==> config.mk <==
export PLATFORM = sky130hd
export DESIGN_NAME = split_counter_chunk_engine
export DESIGN_NICKNAME = d
export VERILOG_FILES = /design/src/hw/rtl/scce_pkg.sv /design/src/hw/rtl/split_counter_chunk_engine.sv /design/src/hw/rtl/scce_front.sv /design/src/hw/rtl/scce_rsp_queue.sv /design/src/hw/rtl/scce_back.sv
export SDC_FILE = /design/constraint.sdc
export NUM_CORES = 2
export LEC_CHECK = 0
export BUFFER_PORTS_ARGS = -buffer_cell sky130_fd_sc_hd__clkbuf_2
export CAP_MARGIN = 20
export CORE_UTILIZATION = 45
export CTS_BUF_LIST = sky130_fd_sc_hd__clkbuf_8 sky130_fd_sc_hd__clkbuf_16
export DETAILED_ROUTE_END_ITERATION = 7
export SLEW_MARGIN = 0
export SYNTH_ARGS = -nofsm -noshare
export SYNTH_HDL_FRONTEND = slang
export SYNTH_SLANG_ARGS = --single-unit
==> constraint.sdc <==
create_clock -name clock -period 9.6 [get_ports clock]
set_input_delay 2.4 -clock clock [delete_from_list [all_inputs] [get_ports clock]]
set_output_delay 2.4 -clock clock [all_outputs]
set_load 0.1 [all_outputs]
==> src/hw/rtl/scce_pkg.sv <==
// Shared constants, codes and beat types of the split counter chunk engine.
package scce_pkg;

   localparam int MAX_CHUNKS = 64;
   localparam int ADDR_W     = $clog2(MAX_CHUNKS);
   localparam int COUNT_W    = $clog2(MAX_CHUNKS + 1);
   localparam int SUM_W      = 32 + ADDR_W;
   localparam int RATE_W     = 9;
   localparam int PROD_W     = COUNT_W + RATE_W;

   localparam logic [2:0] OP_READ    = 3'd0;
   localparam logic [2:0] OP_ADD     = 3'd1;
   localparam logic [2:0] OP_SUB     = 3'd2;
   localparam logic [2:0] OP_GROW    = 3'd3;
   localparam logic [2:0] OP_SHRINK  = 3'd4;
   localparam logic [2:0] OP_BALANCE = 3'd5;
   localparam logic [2:0] OP_FETCH   = 3'd6;

   localparam logic [1:0] OUT_DONE    = 2'd0;
   localparam logic [1:0] OUT_REFUSED = 2'd1;
   localparam logic [1:0] OUT_RANGE   = 2'd2;

   localparam logic CSR_INIT_CHUNKS = 1'b0;
   localparam logic CSR_THRESHOLD   = 1'b1;

   typedef struct packed {
      logic [2:0]        op;
      logic              op_undefined;
      logic              second_is_next;
      logic [31:0]       amount;
      logic [ADDR_W-1:0] first_index;
      logic [ADDR_W-1:0] second_index;
      logic [RATE_W-1:0] grow_rate;
   } cmd_type;

   typedef struct packed {
      logic [31:0]        total;
      logic [1:0]         outcome;
      logic [COUNT_W-1:0] active_count;
      logic [15:0]        commits;
      logic [15:0]        aborts;
   } rsp_type;

endpackage

==> src/hw/rtl/split_counter_chunk_engine.sv <==
// Top level of the split counter chunk engine: request queue, sequencer and response queue.
//
// One 32-bit counter value is kept spread over up to 64 chunks in a single-port-read,
// single-port-write memory with registered read data; a valid bit per chunk makes an
// unwritten or removed chunk read as zero, so reset and chunk-count changes need no
// clearing pass. Request beats are decoded into a two-entry command queue, and the
// sequencer works on one command at a time, pushing one response beat per request into a
// two-entry response queue, so a new request is taken while earlier responses wait. The
// memory port sets the time per command: read and sub first sum every active chunk,
// sub then reads and writes each chunk that it visits, and the other commands touch at
// most two chunks. At most 64 chunks are active.
module split_counter_chunk_engine (
   input  logic                        clock,
   input  logic                        reset,
   input  logic                        req_push,
   output logic                        req_full,
   input  logic [2:0]                  req_op,
   input  logic [31:0]                 req_amount,
   input  logic [scce_pkg::ADDR_W-1:0] req_first_index,
   input  logic [scce_pkg::ADDR_W-1:0] req_second_index,
   input  logic [scce_pkg::RATE_W-1:0] req_grow_rate,
   output logic                        rsp_empty,
   input  logic                        rsp_pop,
   output logic [31:0]                 rsp_total,
   output logic [1:0]                  rsp_outcome,
   output logic [scce_pkg::COUNT_W-1:0] rsp_active_count,
   output logic [15:0]                 rsp_commits,
   output logic [15:0]                 rsp_aborts,
   input  logic                        csr_we,
   input  logic                        csr_index,
   input  logic [31:0]                 csr_data
);

   // Decoded commands travel from the front end to the sequencer through a short queue.
   scce_pkg::cmd_type cmd;
   logic              cmd_valid;
   logic              cmd_pop;

   // Finished results wait in the response queue until the consumer pops them.
   scce_pkg::rsp_type rsp_new;
   scce_pkg::rsp_type rsp_head;
   logic              rsp_push;
   logic              rsp_full;

   scce_front u_front (
      .clock            (clock),
      .reset            (reset),
      .req_push         (req_push),
      .req_full         (req_full),
      .req_op           (req_op),
      .req_amount       (req_amount),
      .req_first_index  (req_first_index),
      .req_second_index (req_second_index),
      .req_grow_rate    (req_grow_rate),
      .cmd_valid        (cmd_valid),
      .cmd              (cmd),
      .cmd_pop          (cmd_pop)
   );

   // The sequencer only starts a command when the response queue has room, so the beat
   // it pushes at the end can never be lost.
   scce_back u_back (
      .clock     (clock),
      .reset     (reset),
      .csr_we    (csr_we),
      .csr_index (csr_index),
      .csr_data  (csr_data),
      .cmd_valid (cmd_valid),
      .cmd       (cmd),
      .cmd_pop   (cmd_pop),
      .rsp_full  (rsp_full),
      .rsp_push  (rsp_push),
      .rsp_data  (rsp_new)
   );

   scce_rsp_queue u_rsp_queue (
      .clock     (clock),
      .reset     (reset),
      .push      (rsp_push),
      .push_data (rsp_new),
      .full      (rsp_full),
      .empty     (rsp_empty),
      .pop       (rsp_pop),
      .head      (rsp_head)
   );

   // The oldest waiting response beat drives the result ports.
   assign rsp_total        = rsp_head.total;
   assign rsp_outcome      = rsp_head.outcome;
   assign rsp_active_count = rsp_head.active_count;
   assign rsp_commits      = rsp_head.commits;
   assign rsp_aborts       = rsp_head.aborts;

endmodule

==> src/hw/rtl/scce_front.sv <==
// Front end: accepts request beats, decodes them and queues them for the back end.
module scce_front (
   input  logic                       clock,
   input  logic                       reset,
   input  logic                       req_push,
   output logic                       req_full,
   input  logic [2:0]                 req_op,
   input  logic [31:0]                req_amount,
   input  logic [scce_pkg::ADDR_W-1:0] req_first_index,
   input  logic [scce_pkg::ADDR_W-1:0] req_second_index,
   input  logic [scce_pkg::RATE_W-1:0] req_grow_rate,
   output logic                       cmd_valid,
   output scce_pkg::cmd_type          cmd,
   input  logic                       cmd_pop
);

   scce_pkg::cmd_type q_ff [2];
   scce_pkg::cmd_type entry;
   logic       wr_ptr_ff, wr_ptr_in;
   logic       rd_ptr_ff, rd_ptr_in;
   logic [1:0] fill_ff, fill_in;
   logic       accept;

   always_comb begin
      entry.op             = req_op;
      entry.op_undefined   = (req_op != scce_pkg::OP_READ) && (req_op != scce_pkg::OP_ADD) &&
                             (req_op != scce_pkg::OP_SUB) && (req_op != scce_pkg::OP_GROW) &&
                             (req_op != scce_pkg::OP_SHRINK) &&
                             (req_op != scce_pkg::OP_BALANCE) && (req_op != scce_pkg::OP_FETCH);
      entry.second_is_next = (req_second_index == req_first_index);
      entry.amount         = req_amount;
      entry.first_index    = req_first_index;
      entry.second_index   = req_second_index;
      entry.grow_rate      = req_grow_rate;
   end

   assign req_full  = (fill_ff == 2'd2);
   assign cmd_valid = (fill_ff != 2'd0);
   assign cmd       = q_ff[rd_ptr_ff];
   assign accept    = req_push && !req_full;

   always_comb begin
      wr_ptr_in = wr_ptr_ff ^ accept;
      rd_ptr_in = rd_ptr_ff ^ cmd_pop;
      fill_in   = fill_ff + {1'b0, accept} - {1'b0, cmd_pop};
   end

   always_ff @(posedge clock) begin
      if (reset) begin
         wr_ptr_ff <= 1'b0;
         rd_ptr_ff <= 1'b0;
         fill_ff   <= 2'd0;
      end else begin
         wr_ptr_ff <= wr_ptr_in;
         rd_ptr_ff <= rd_ptr_in;
         fill_ff   <= fill_in;
      end
   end

   always_ff @(posedge clock) begin
      if (accept) begin
         q_ff[wr_ptr_ff] <= entry;
      end
   end

endmodule

==> src/hw/rtl/scce_rsp_queue.sv <==
// Two-entry result queue that holds finished response beats until they are popped.
module scce_rsp_queue (
   input  logic              clock,
   input  logic              reset,
   input  logic              push,
   input  scce_pkg::rsp_type push_data,
   output logic              full,
   output logic              empty,
   input  logic              pop,
   output scce_pkg::rsp_type head
);

   scce_pkg::rsp_type q_ff [2];
   logic       wr_ptr_ff, rd_ptr_ff;
   logic [1:0] fill_ff;
   logic       take;

   assign full  = (fill_ff == 2'd2);
   assign empty = (fill_ff == 2'd0);
   assign head  = q_ff[rd_ptr_ff];
   assign take  = pop && !empty;

   always_ff @(posedge clock) begin
      if (reset) begin
         wr_ptr_ff <= 1'b0;
         rd_ptr_ff <= 1'b0;
         fill_ff   <= 2'd0;
      end else begin
         wr_ptr_ff <= wr_ptr_ff ^ push;
         rd_ptr_ff <= rd_ptr_ff ^ take;
         fill_ff   <= fill_ff + {1'b0, push} - {1'b0, take};
      end
   end

   always_ff @(posedge clock) begin
      if (push) begin
         q_ff[wr_ptr_ff] <= push_data;
      end
   end

endmodule

==> src/hw/rtl/scce_back.sv <==
// Back end: chunk memory, configuration registers and the sequencer that carries out commands.
module scce_back (
   input  logic                       clock,
   input  logic                       reset,
   input  logic                       csr_we,
   input  logic                       csr_index,
   input  logic [31:0]                csr_data,
   input  logic                       cmd_valid,
   input  scce_pkg::cmd_type          cmd,
   output logic                       cmd_pop,
   input  logic                       rsp_full,
   output logic                       rsp_push,
   output scce_pkg::rsp_type          rsp_data
);

   localparam int CW = scce_pkg::COUNT_W;
   localparam int AW = scce_pkg::ADDR_W;

   localparam logic [3:0] S_IDLE    = 4'd0;
   localparam logic [3:0] S_EXEC    = 4'd1;
   localparam logic [3:0] S_SUM     = 4'd2;
   localparam logic [3:0] S_WALK_RD = 4'd3;
   localparam logic [3:0] S_WALK_WR = 4'd4;
   localparam logic [3:0] S_ADD_WR  = 4'd5;
   localparam logic [3:0] S_SHR_RD2 = 4'd6;
   localparam logic [3:0] S_SHR_WR  = 4'd7;
   localparam logic [3:0] S_BAL_RD2 = 4'd8;
   localparam logic [3:0] S_BAL_WR1 = 4'd9;
   localparam logic [3:0] S_BAL_WR2 = 4'd10;
   localparam logic [3:0] S_DONE    = 4'd11;

   logic [31:0] mem [scce_pkg::MAX_CHUNKS];
   logic [scce_pkg::MAX_CHUNKS-1:0] valid_ff;
   logic [31:0] rdata_ff;
   logic        rvalid_ff;
   logic [31:0] rd;

   logic [3:0]                state_ff, state_in;
   scce_pkg::cmd_type         cmd_ff, cmd_in;
   logic [CW-1:0]             count_ff, count_in;
   logic [CW-1:0]             idx_ff, idx_in;
   logic [scce_pkg::SUM_W-1:0] sum_ff, sum_in;
   logic                      pend_ff, pend_in;
   logic [31:0]               left_ff, left_in;
   logic [31:0]               tmp_ff, tmp_in;
   logic [AW-1:0]             j_ff, j_in;
   logic [1:0]                outcome_ff, outcome_in;
   logic [31:0]               total_ff, total_in;
   logic [15:0]               rc_ff, rc_in, ra_ff, ra_in;
   logic [15:0]               commit_ff, commit_in, abort_ff, abort_in;
   logic [31:0]               thresh_ff, thresh_in;

   logic [AW-1:0] raddr, waddr, clr_addr;
   logic          mem_we, clr_en, cfg_clear;
   logic [31:0]   wdata;
   logic [CW-1:0] cfg_n;

   logic [CW-1:0]             a_ext, last, room;
   logic [scce_pkg::PROD_W-1:0] prod;
   logic [scce_pkg::PROD_W:0]   grow_sum;
   logic [scce_pkg::PROD_W-8:0] grow_n;
   logic [CW-1:0]             grow_add;
   logic [AW-1:0]             j_next;
   logic                      issue;
   logic [32:0]               ci_x, cj_x, th_x, pair_sum;

   assign rd = rvalid_ff ? rdata_ff : 32'd0;

   always_comb begin
      a_ext    = {1'b0, cmd_ff.first_index};
      last     = count_ff - 1'b1;
      room     = CW'(scce_pkg::MAX_CHUNKS) - count_ff;
      prod     = count_ff * cmd_ff.grow_rate;
      grow_sum = {1'b0, prod} + (scce_pkg::PROD_W+1)'(384);
      grow_n   = grow_sum[scce_pkg::PROD_W:8];
      grow_add = (grow_n > (scce_pkg::PROD_W-7)'(room)) ? room : CW'(grow_n);
      j_next   = (a_ext + 1'b1 == count_ff) ? '0 : cmd_ff.first_index + 1'b1;
      issue    = (idx_ff < count_ff);
      ci_x     = {1'b0, tmp_ff};
      cj_x     = {1'b0, rd};
      th_x     = {1'b0, thresh_ff};
      pair_sum = ci_x + cj_x;
      cfg_n    = (csr_data[CW-1:0] == '0) ? CW'(1) :
                 (csr_data[CW-1:0] > CW'(scce_pkg::MAX_CHUNKS)) ?
                 CW'(scce_pkg::MAX_CHUNKS) : csr_data[CW-1:0];
   end

   always_comb begin
      state_in   = state_ff;
      cmd_in     = cmd_ff;
      count_in   = count_ff;
      idx_in     = idx_ff;
      sum_in     = sum_ff;
      pend_in    = pend_ff;
      left_in    = left_ff;
      tmp_in     = tmp_ff;
      j_in       = j_ff;
      outcome_in = outcome_ff;
      total_in   = total_ff;
      rc_in      = rc_ff;
      ra_in      = ra_ff;
      commit_in  = commit_ff;
      abort_in   = abort_ff;
      thresh_in  = thresh_ff;
      raddr      = '0;
      mem_we     = 1'b0;
      waddr      = '0;
      wdata      = '0;
      clr_en     = 1'b0;
      clr_addr   = '0;
      cfg_clear  = 1'b0;
      cmd_pop    = 1'b0;
      rsp_push   = 1'b0;

      if (csr_we) begin
         if (csr_index == scce_pkg::CSR_INIT_CHUNKS) begin
            count_in  = cfg_n;
            cfg_clear = 1'b1;
         end else begin
            thresh_in = csr_data;
         end
      end

      unique case (state_ff)
         S_IDLE: begin
            if (cmd_valid && !rsp_full) begin
               cmd_in     = cmd;
               cmd_pop    = 1'b1;
               outcome_in = scce_pkg::OUT_DONE;
               total_in   = '0;
               rc_in      = '0;
               ra_in      = '0;
               state_in   = S_EXEC;
            end
         end
         S_EXEC: begin
            state_in = S_DONE;
            idx_in   = '0;
            sum_in   = '0;
            pend_in  = 1'b0;
            if (cmd_ff.op_undefined) begin
               outcome_in = scce_pkg::OUT_REFUSED;
            end else begin
               unique case (cmd_ff.op)
                  scce_pkg::OP_READ: state_in = S_SUM;
                  scce_pkg::OP_ADD: begin
                     if (a_ext >= count_ff) begin
                        outcome_in = scce_pkg::OUT_RANGE;
                     end else begin
                        raddr    = cmd_ff.first_index;
                        state_in = S_ADD_WR;
                     end
                  end
                  scce_pkg::OP_SUB: begin
                     if (a_ext >= count_ff) begin
                        outcome_in = scce_pkg::OUT_RANGE;
                     end else begin
                        state_in = S_SUM;
                     end
                  end
                  scce_pkg::OP_GROW: begin
                     if (count_ff >= CW'(scce_pkg::MAX_CHUNKS)) begin
                        outcome_in = scce_pkg::OUT_REFUSED;
                     end else begin
                        count_in = count_ff + grow_add;
                     end
                  end
                  scce_pkg::OP_SHRINK: begin
                     if (count_ff < CW'(2)) begin
                        outcome_in = scce_pkg::OUT_REFUSED;
                     end else if (a_ext >= last) begin
                        outcome_in = scce_pkg::OUT_RANGE;
                     end else begin
                        raddr    = last[AW-1:0];
                        state_in = S_SHR_RD2;
                     end
                  end
                  scce_pkg::OP_BALANCE: begin
                     if (count_ff < CW'(2)) begin
                        outcome_in = scce_pkg::OUT_REFUSED;
                     end else if (a_ext >= count_ff) begin
                        outcome_in = scce_pkg::OUT_RANGE;
                     end else if (!cmd_ff.second_is_next &&
                                  {1'b0, cmd_ff.second_index} >= count_ff) begin
                        outcome_in = scce_pkg::OUT_RANGE;
                     end else begin
                        j_in     = cmd_ff.second_is_next ? j_next : cmd_ff.second_index;
                        raddr    = cmd_ff.first_index;
                        state_in = S_BAL_RD2;
                     end
                  end
                  scce_pkg::OP_FETCH: begin
                     rc_in     = commit_ff;
                     ra_in     = abort_ff;
                     commit_in = '0;
                     abort_in  = '0;
                  end
                  default: outcome_in = scce_pkg::OUT_REFUSED;
               endcase
            end
         end
         S_SUM: begin
            if (pend_ff) begin
               sum_in = sum_ff + scce_pkg::SUM_W'(rd);
            end
            if (issue) begin
               raddr   = idx_ff[AW-1:0];
               idx_in  = idx_ff + 1'b1;
               pend_in = 1'b1;
            end else begin
               pend_in = 1'b0;
            end
            if (!issue && !pend_ff) begin
               if (cmd_ff.op == scce_pkg::OP_READ) begin
                  total_in = sum_ff[31:0];
                  state_in = S_DONE;
               end else if (sum_ff < scce_pkg::SUM_W'(cmd_ff.amount)) begin
                  abort_in   = abort_ff + 1'b1;
                  outcome_in = scce_pkg::OUT_REFUSED;
                  state_in   = S_DONE;
               end else begin
                  left_in  = cmd_ff.amount;
                  idx_in   = a_ext;
                  state_in = S_WALK_RD;
               end
            end
         end
         S_WALK_RD: begin
            raddr    = idx_ff[AW-1:0];
            state_in = S_WALK_WR;
         end
         S_WALK_WR: begin
            mem_we = 1'b1;
            waddr  = idx_ff[AW-1:0];
            if (rd >= left_ff) begin
               wdata     = rd - left_ff;
               commit_in = commit_ff + 1'b1;
               state_in  = S_DONE;
            end else begin
               wdata    = '0;
               left_in  = left_ff - rd;
               idx_in   = (idx_ff + 1'b1 == count_ff) ? '0 : idx_ff + 1'b1;
               state_in = S_WALK_RD;
            end
         end
         S_ADD_WR: begin
            mem_we    = 1'b1;
            waddr     = cmd_ff.first_index;
            wdata     = rd + cmd_ff.amount;
            commit_in = commit_ff + 1'b1;
            state_in  = S_DONE;
         end
         S_SHR_RD2: begin
            tmp_in   = rd;
            raddr    = cmd_ff.first_index;
            state_in = S_SHR_WR;
         end
         S_SHR_WR: begin
            mem_we   = 1'b1;
            waddr    = cmd_ff.first_index;
            wdata    = rd + tmp_ff;
            clr_en   = 1'b1;
            clr_addr = last[AW-1:0];
            count_in = last;
            state_in = S_DONE;
         end
         S_BAL_RD2: begin
            tmp_in   = rd;
            raddr    = j_ff;
            state_in = S_BAL_WR1;
         end
         S_BAL_WR1: begin
            if (ci_x <= cj_x + th_x && cj_x <= ci_x + th_x) begin
               state_in = S_DONE;
            end else begin
               mem_we   = 1'b1;
               waddr    = cmd_ff.first_index;
               wdata    = pair_sum[32:1] + {31'd0, pair_sum[0]};
               tmp_in   = pair_sum[32:1];
               state_in = S_BAL_WR2;
            end
         end
         S_BAL_WR2: begin
            mem_we   = 1'b1;
            waddr    = j_ff;
            wdata    = tmp_ff;
            state_in = S_DONE;
         end
         S_DONE: begin
            rsp_push = 1'b1;
            state_in = S_IDLE;
         end
         default: state_in = S_IDLE;
      endcase
   end

   always_comb begin
      rsp_data.total        = total_ff;
      rsp_data.outcome      = outcome_ff;
      rsp_data.active_count = count_ff;
      rsp_data.commits      = rc_ff;
      rsp_data.aborts       = ra_ff;
   end

   always_ff @(posedge clock) begin
      if (mem_we) begin
         mem[waddr] <= wdata;
      end
      rdata_ff <= mem[raddr];
   end

   always_ff @(posedge clock) begin
      if (reset) begin
         valid_ff  <= '0;
         rvalid_ff <= 1'b0;
      end else begin
         rvalid_ff <= valid_ff[raddr];
         if (cfg_clear) begin
            for (int i = 0; i < scce_pkg::MAX_CHUNKS; i++) begin
               if ((CW+1)'(i) >= {1'b0, cfg_n}) begin
                  valid_ff[i] <= 1'b0;
               end
            end
         end
         if (mem_we) begin
            valid_ff[waddr] <= 1'b1;
         end
         if (clr_en) begin
            valid_ff[clr_addr] <= 1'b0;
         end
      end
   end

   always_ff @(posedge clock) begin
      if (reset) begin
         state_ff  <= S_IDLE;
         count_ff  <= CW'(1);
         commit_ff <= '0;
         abort_ff  <= '0;
         thresh_ff <= '0;
      end else begin
         state_ff  <= state_in;
         count_ff  <= count_in;
         commit_ff <= commit_in;
         abort_ff  <= abort_in;
         thresh_ff <= thresh_in;
      end
   end

   always_ff @(posedge clock) begin
      cmd_ff     <= cmd_in;
      idx_ff     <= idx_in;
      sum_ff     <= sum_in;
      pend_ff    <= pend_in;
      left_ff    <= left_in;
      tmp_ff     <= tmp_in;
      j_ff       <= j_in;
      outcome_ff <= outcome_in;
      total_ff   <= total_in;
      rc_ff      <= rc_in;
      ra_ff      <= ra_in;
   end

endmodule

## After elaboration in Yosys (flattened, before gate mapping)

Memory sizes are Yosys's and may differ from the RTL's. A register that Yosys moved wholly into a read port is not among the register bits.
Cells that the tools add are included.

| word-level totals | value |
|---|---|
| bits in writable memories | 2,310 |
| output and inout bits | 75 |
| bits of input ports | 94 |
| memories kept | 3 |
| register bits after elaboration | 330 |

Memory list:

| memory | depth | bits a word | rd ports | clocked after Yosys merged registers in | wr ports | line | source |
|---|---|---|---|---|---|---|---|
| u_back.mem | 64 | 32 | 1 | 1 | 1 | scce_back.sv:32 | `logic [31:0] mem [scce_pkg::MAX_CHUNKS];` |
| u_rsp_queue.q_ff | 2 | 73 | 1 | 1 | 1 | scce_rsp_queue.sv:13 | `scce_pkg::rsp_type q_ff [2];` |
| u_front.q_ff | 2 | 58 | 1 | 1 | 1 | scce_front.sv:17 | `scce_pkg::cmd_type q_ff [2];` |

| cells by class | value |
|---|---|
| bitwise operators | 11 |
| $lt $le $gt $ge | 81 |
| multiplexer cells | 185 |
| multiply operators | 1 |
| equality and inequality tests | 45 |
| add/subtract/negate cells | 22 |
| reduce and logical (&&, ||, !) cells | 53 |

Operators with widths:

| kind | count |
|---|---|
| two-way mux 32 bit | 11 |
| two-way mux 64 bit | 5 |
| greater-or-equal comparator 6 x 7 -> 1 bit, first input constant | 32 |
| case mux 32 bit (2 select lines) | 3 |
| two-way mux 16 bit | 11 |
| case mux 32 bit (5 select lines) | 1 |
| greater-or-equal comparator 5 x 7 -> 1 bit, first input constant | 16 |
| adder 32 x 32 -> 33 bit | 3 |
| two-way mux 7 bit | 14 |
| case mux 16 bit (2 select lines) | 3 |
| two-way mux 1 bit | 83 |
| case mux 38 bit (2 select lines) | 1 |
| two-way mux 6 bit | 12 |
| less-or-equal comparator 32 x 33 -> 1 bit | 2 |
| adder 32 bit | 2 |
| AND 64 bit | 1 |
| NOT 64 bit | 1 |
| OR 64 bit | 1 |
| subtractor 32 bit | 2 |
| greater-or-equal comparator 4 x 7 -> 1 bit, first input constant | 8 |
| two-way mux 4 bit | 12 |
| case mux 16 bit (3 select lines) | 1 |
| adder 38 x 32 -> 38 bit | 1 |
| less-than comparator 38 x 32 -> 1 bit | 1 |
| other kinds (74) | 171 |

## Longest topological paths before layout

| depth | value |
|---|---|
| depth in word-level cells | 15 |
| gate-level depth with buffers | 39 |

## By module

A second synthesis with hierarchy kept.

| second synthesis, totals | value |
|---|---|
| cell total of the unflattened synthesis | 10,827 |
| area total of the unflattened synthesis | 126,930.5 sq um |

Modules (own cells, without submodules):

| module | area an instance (sq um) | cells each | instances |
|---|---|---|---|
| scce_back | 116,920.9 | 10,367 | 1 |
| scce_rsp_queue | 5,500.3 | 248 | 1 |
| scce_front | 4,509.3 | 212 | 1 |

## Least setup slack after synthesis

No wires, ideal clock.

| timing path | value |
|---|---|
| path type | register -> register |
| from | reg u_back.state_ff[0] |
| to | reg u_front.fill_ff[1] |
| path slack | 0.827 ns |
| cell stages (with the launch flop) | 11 |
| clock period less this slack | 8.773 ns |
| arrival time | 8.646 ns |
| setup time | 0.128 ns |
| cells stage by stage | dfxtp_1 > buf_2 > nor2_1 > clkbuf_1 > nor4b_1 > ha_1 > inv_1 > ha_1 > xor2_1 > xnor2_1 > nor2_1 |

| on the way | value |
|---|---|
| cells in the longest elaborated chain, start to end | 3 |

Ends and longest elaborated chain:

| what | line | source |
|---|---|---|
| start, declared | scce_back.sv:38 | `logic [3:0] state_ff, state_in;` |
| start signal, assigned | scce_back.sv:342 | `state_ff <= state_in;` |
| zero test 4 bit | scce_back.sv:124 | `unique case (state_ff)` |
| two-way mux 1 bit | scce_back.sv:124 |  |
| net cmd_pop | split_counter_chunk_engine.sv:37 | `logic cmd_pop;` |
| subtractor 2 x 1 -> 2 bit | scce_front.sv:45 | `fill_in = fill_ff + {1'b0, accept} - {1'b0, cmd_pop};` |
| end signal, assigned | scce_front.sv:56 | `fill_ff <= fill_in;` |
| end, declared | scce_front.sv:21 | `logic [1:0] fill_ff, fill_in;` |

The timed path passes the listed nets, and every way through them passes these cells.
A chain may end at the register's enable or synchronous reset.

## Final worst setup path

| timing path | value |
|---|---|
| from | reg u_back.rvalid_ff |
| to | mem u_back.mem[6][9], enable pin |

| on the way | value |
|---|---|
| cells in the longest elaborated chain, start to end | 8 |

Ends and longest elaborated chain:

| what | line | source |
|---|---|---|
| start, declared | scce_back.sv:35 | `logic rvalid_ff;` |
| start signal, assigned | scce_back.sv:317 | `rvalid_ff <= valid_ff[raddr];` |
| two-way mux 32 bit * | scce_back.sv:67 | `assign rd = rvalid_ff ? rdata_ff : 32'd0;` |
| adder 32 x 32 -> 33 bit | scce_back.sv:273 | `if (ci_x <= cj_x + th_x && cj_x <= ci_x + th_x) begin` |
| less-or-equal comparator 32 x 33 -> 1 bit | scce_back.sv:273 |  |
| logical AND 1 bit * | scce_back.sv:273 |  |
| two-way mux 1 bit | scce_back.sv:273 |  |
| case mux 1 bit (2 select lines) | scce_back.sv:124 |  |
| two-way mux 1 bit | scce_back.sv:306 | `if (mem_we) begin` |
| two-way mux 1 bit (implied by the code) | scce_back.sv:307 | `mem[waddr] <= wdata;` |
| end, declared | scce_back.sv:32 |  |

Every way passes the cells marked *; elsewhere a longest branch is shown, timed or not.

==> run_results.csv <==
group,metric,value,unit
timing,clock_skew,0.0884,ns
setup_path,cp-end-kind,"flip-flop",
power_and_ir_drop,p_int,24100,uW
synth,synth_top_area_cell,"edfxtp_1",
layout,finalNonFillerCells,14996,
placed_design,hpwl,288000,um
power_and_ir_drop,p_switching,15400,uW
timing,tns,0,ns
clock_network,hold_buffers,0,
routing,vias,91899,
synth,ys_types,110,
global_routing,grtUsageTotal,0.307,
timing,fmax,0.113,GHz
layout,area_growth,12.8,%
floorplanning,dieArea,0.285,sq mm
routing,drt_wl_total,447000,um
clock_network,insertion_delay,0.96,ns
routing,vias_per_cell,6.13,
flow_run,maxCapViolCount,0,
power_and_ir_drop,seqPwrFrac,0.375,
clock_network,clock_sinks,2730,
clock_network,cts.clk_slew.worst_paths,0.06,ns
global_routing,grt_max_degree,141,
floorplanning,start_util,0.454,
clock_network,post_cts_resized,0,
synth,syn_area,0.127,sq mm
synth,synth_top_family_by_area,"simple AND/OR/NAND/NOR gates",
clock_network,post_cts_buffers,0,
synth,synth_simple_gate_area_share,0.154,
synth,synth_seq_cells,2730,
routing,postRouteAntennaNets,0,
power_and_ir_drop,swShare,0.389,
synth,synth_compound_area_frac,0.0959,
global_routing,grt_pass1_wl,636000,um
floorplanning,die_w,533,um
synth,yosysSeqAreaShare,0.631,
floorplanning,rows,194,
timing,setup_viol,0,
setup_path,ff2ff_setup_slack,0.76,ns
hold_path,holdPathStages,0,
hold_path,min-delay-start,"u_back.total_ff[12]$_SDFFCE_PN0P_",
power_and_ir_drop,p_clk_frac,0.284,
global_routing,antenna_found_initial,38,
setup_path,r2r-end,"u_back.mem[6][9]$_DFFE_PP_",
synth,synth_xor_xnor_area_share,0.0194,
floorplanning,io_pins,169,
setup_path,ff2ff_path_depth,27,
setup_path,cp.arrival,9.48,ns
setup_path,crit_type,"flip-flop to flip-flop",
global_routing,grt_pass1_vias,87540,
synth,yosysTopAreaCellShare,0.603,
synth,yosys-top-cells-area,"edfxtp_1 (60%), nand2_1 (6.8%), ha_1 (4.1%)",
synth,syn_inst,10832,
power_and_ir_drop,vdd_drop_max,0.213,mV
timing,min_period_over_period,0.921,
timing,slew_viol_final,0,
synth,avgSynthCellArea,11.7,sq um
synth,synth.most_common_cell,"edfxtp_1",
synth,ys_warn_count,0,
timing,min_period,8.84,ns
clock_network,cts_buffer_depth,4,
floorplanning,fp.dieH,533,um
hold_path,hp-class,"flip-flop to flip-flop",
timing,slew_headroom,0.148,
setup_path,critPathMaxFanout,31,
routing,route.detailed.drc,0,
placed_design,portBuffers,168,
layout,layout.nets,11565,
placed_design,placedCellCount,14439,
global_routing,globalRouteOverflowTotal,0,
clock_network,cts_buffers,297,
clock_network,root_buffer,"clkbuf_16",
layout,drive_gt1_frac,0.109,
synth,synth_mux_area_frac,0.0223,
synth,synth_fa_ha_area_frac,0.0473,
setup_path,r2r-start,"u_back.rvalid_ff$_SDFF_PP0_",
power_and_ir_drop,combPwrFrac,0.341,
synth,synthFlopType,"edfxtp_1",
routing,drt_pass1_iterations,6,
setup_path,crit_required,10.24,ns
timing,tightest_slew,1.26,ns
synth,async_reset_ff_frac,0,
synth,synth-edff-count,2550,
power_and_ir_drop,p_leak,0.0529,uW
synth,synth_fp_nets,11380,
synth,synth_common_cells,"edfxtp_1 (2550), nand2_1 (2295), nand3_1 (992)",
hold_path,hold_path_end,"u_rsp_queue.q_ff[0][53]$_DFFE_PP_",
routing,drtIter0Drc,11563,
timing,hold_slack,0.439,ns
power_and_ir_drop,power_density,275,mW/mm^2
placed_design,place_congestion,0.988,
clock_network,tritoncts,"built",
timing,hold_viol_final,0,
timing,rsz0062_at_grt,"no",
routing,wl_per_cell,29.8,um
clock_network,htreeDepth,5,
setup_path,critPathLaunchType,"flip-flop",
status,outcome,"finished, final reports clean",
floorplanning,core_area,0.280,sq mm
[worst max-delay path: stages, from the launching register on]
cell,delay [ns]
dfxtp_1,0.33
buf_4,0.44
nand2_1,0.22
inv_1,0.23
ha_1,0.23
a21o_1,0.13
a21oi_1,0.15
o21ai_0,0.33
a31o_2,0.32
nand4_1,0.15
a21oi_1,0.33
a211o_1,0.25
a211oi_1,0.11
o31ai_1,0.59
a221oi_1,0.26
xor2_1,0.20
ha_1,0.34
nand4_1,0.10
nor3_1,0.05
a21o_1,0.17
a211o_1,0.41
nor3_1,0.62
o2bb2ai_2,0.39
o21ai_0,0.27
a221oi_2,0.71
nand2_1,0.21
inv_2,0.64
buf_4,0.33
[flip-flops by register name (all words and copies together) (netlist names), 4 cells and up]
signal and flops:
u_back.rdata_ff 32, u_back.commit_ff 16, u_back.abort_ff 16, u_front.q_ff 116
u_back.left_ff 32, u_back.count_ff 7, u_back.rc_ff 16, u_back.total_ff 32
u_back.a_ext 6, u_back.cmd_ff 52, u_back.state_ff 4, u_back.idx_ff 7
u_back.j_ff 6, u_back.sum_ff 38, u_back.thresh_ff 32, u_back.tmp_ff 32
u_back.ra_ff 16, u_rsp_queue.q_ff 146, u_back.valid_ff 64, u_back.mem 2048
[per-stage QoR]
| stage | total power (uW) | setup WS, ns | cell area (sq um) | utilization |
|---|---|---|---|---|
| after floorplan | 22700 | 0.827 | 127000 | - |
| after global placement | 28100 | 1.04 | 134000 | 0.477 |
| after detailed placement | 28200 | 0.891 | 134000 | 0.478 |
| after CTS | 39300 | 0.910 | 143000 | 0.511 |
| after global routing | 40800 | 0.492 | 143000 | 0.512 |
| final | 39500 | 0.762 | 143000 | 0.512 |
[power groups by stage]
| stage | clock network [uW] | logic [uW] | registers, uW |
|---|---|---|---|
| 2_1_floorplan | 0 | 8120 | 14600 |
| 3_5_place_dp | 0 | 13200 | 15000 |
| 5_1_grt | 11800 | 14200 | 14800 |
| 4_1_cts | 11300 | 13200 | 14800 |
| 3_3_place_gp | 0 | 13100 | 15000 |
| 6_report | 11200 | 13400 | 14800 |
[routing by layer]
metal | wire length, um | share of wire | track usage
met4 | 21000 | 0.047 | 0.133
met1 | 183000 | 0.41 | 0.421
met2 | 205000 | 0.46 | 0.484
met3 | 38100 | 0.085 | 0.0492
met5 | 186 | 0.00042 | 0
[worst max path at each step]
stage	startpoint	depth (start not counted)	slack [ns]	to
4_1_cts	u_back.rvalid_ff$_SDFF_PP0_	26	0.91	u_back.mem[6][26]$_DFFE_PP_
5_1_grt	u_back.rvalid_ff$_SDFF_PP0_	26	0.49	u_back.mem[6][15]$_DFFE_PP_
3_5_place_dp	u_back.rvalid_ff$_SDFF_PP0_	26	0.89	u_back.mem[6][11]$_DFFE_PP_
3_3_place_gp	u_back.rvalid_ff$_SDFF_PP0_	26	1.04	u_back.mem[6][9]$_DFFE_PP_
2_1_floorplan	u_back.state_ff[0]$_SDFFE_PP0P_	10	0.83	u_front.fill_ff[1]$_SDFF_PP0_
6_report	u_back.rvalid_ff$_SDFF_PP0_	27	0.76	u_back.mem[6][9]$_DFFE_PP_
[cell usage in the layout (no fill, tap or decap), types with 44 or more instances in the layout]
cell type	count
clkinv_1	70
xor2_1	112
inv_1	335
buf_4	274
ha_1	408
buf_12	45
a21oi_1	428
o21ai_0	366
clkbuf_2	167
o21a_1	52
nand4_1	110
a211oi_1	111
nor2_4	44
and2_1	97
clkbuf_16	304
mux2i_1	124
nand3_1	990
edfxtp_1	2550
a311oi_1	113
a221oi_1	52
and3_1	211
xnor2_1	167
a21o_1	129
nor2_1	290
a31oi_1	101
nor3_1	89
dfxtp_1	178
nand2_1	2289
mux2_2	142
a22oi_1	56
[kinds of logic after synthesis]
logic type	Yosys count
flip-flops	2730
multiplexers	266
adder cells (fa/ha/maj)	455
AND/OR/NAND/NOR	4377
buffers and inverters	903
XOR/XNOR	280
AO/OA/AOI/OAI	1821
[final cells by class]
| cell class | instances | area [sq um] |
|---|---|---|
| clock buffer | 311 | 7700 |
| tap | 3724 | 4660 |
| timing repair buffer | 493 | 3910 |
| inverter | 296 | 1110 |
| antenna | 20 | 50.0 |
| fill | 24296 | 137000 |
| multi-input combinational | 7199 | 44000 |
| clock inverter | 223 | 1710 |
| sequential | 2730 | 80200 |
Power figures use the tool's default switching activity.
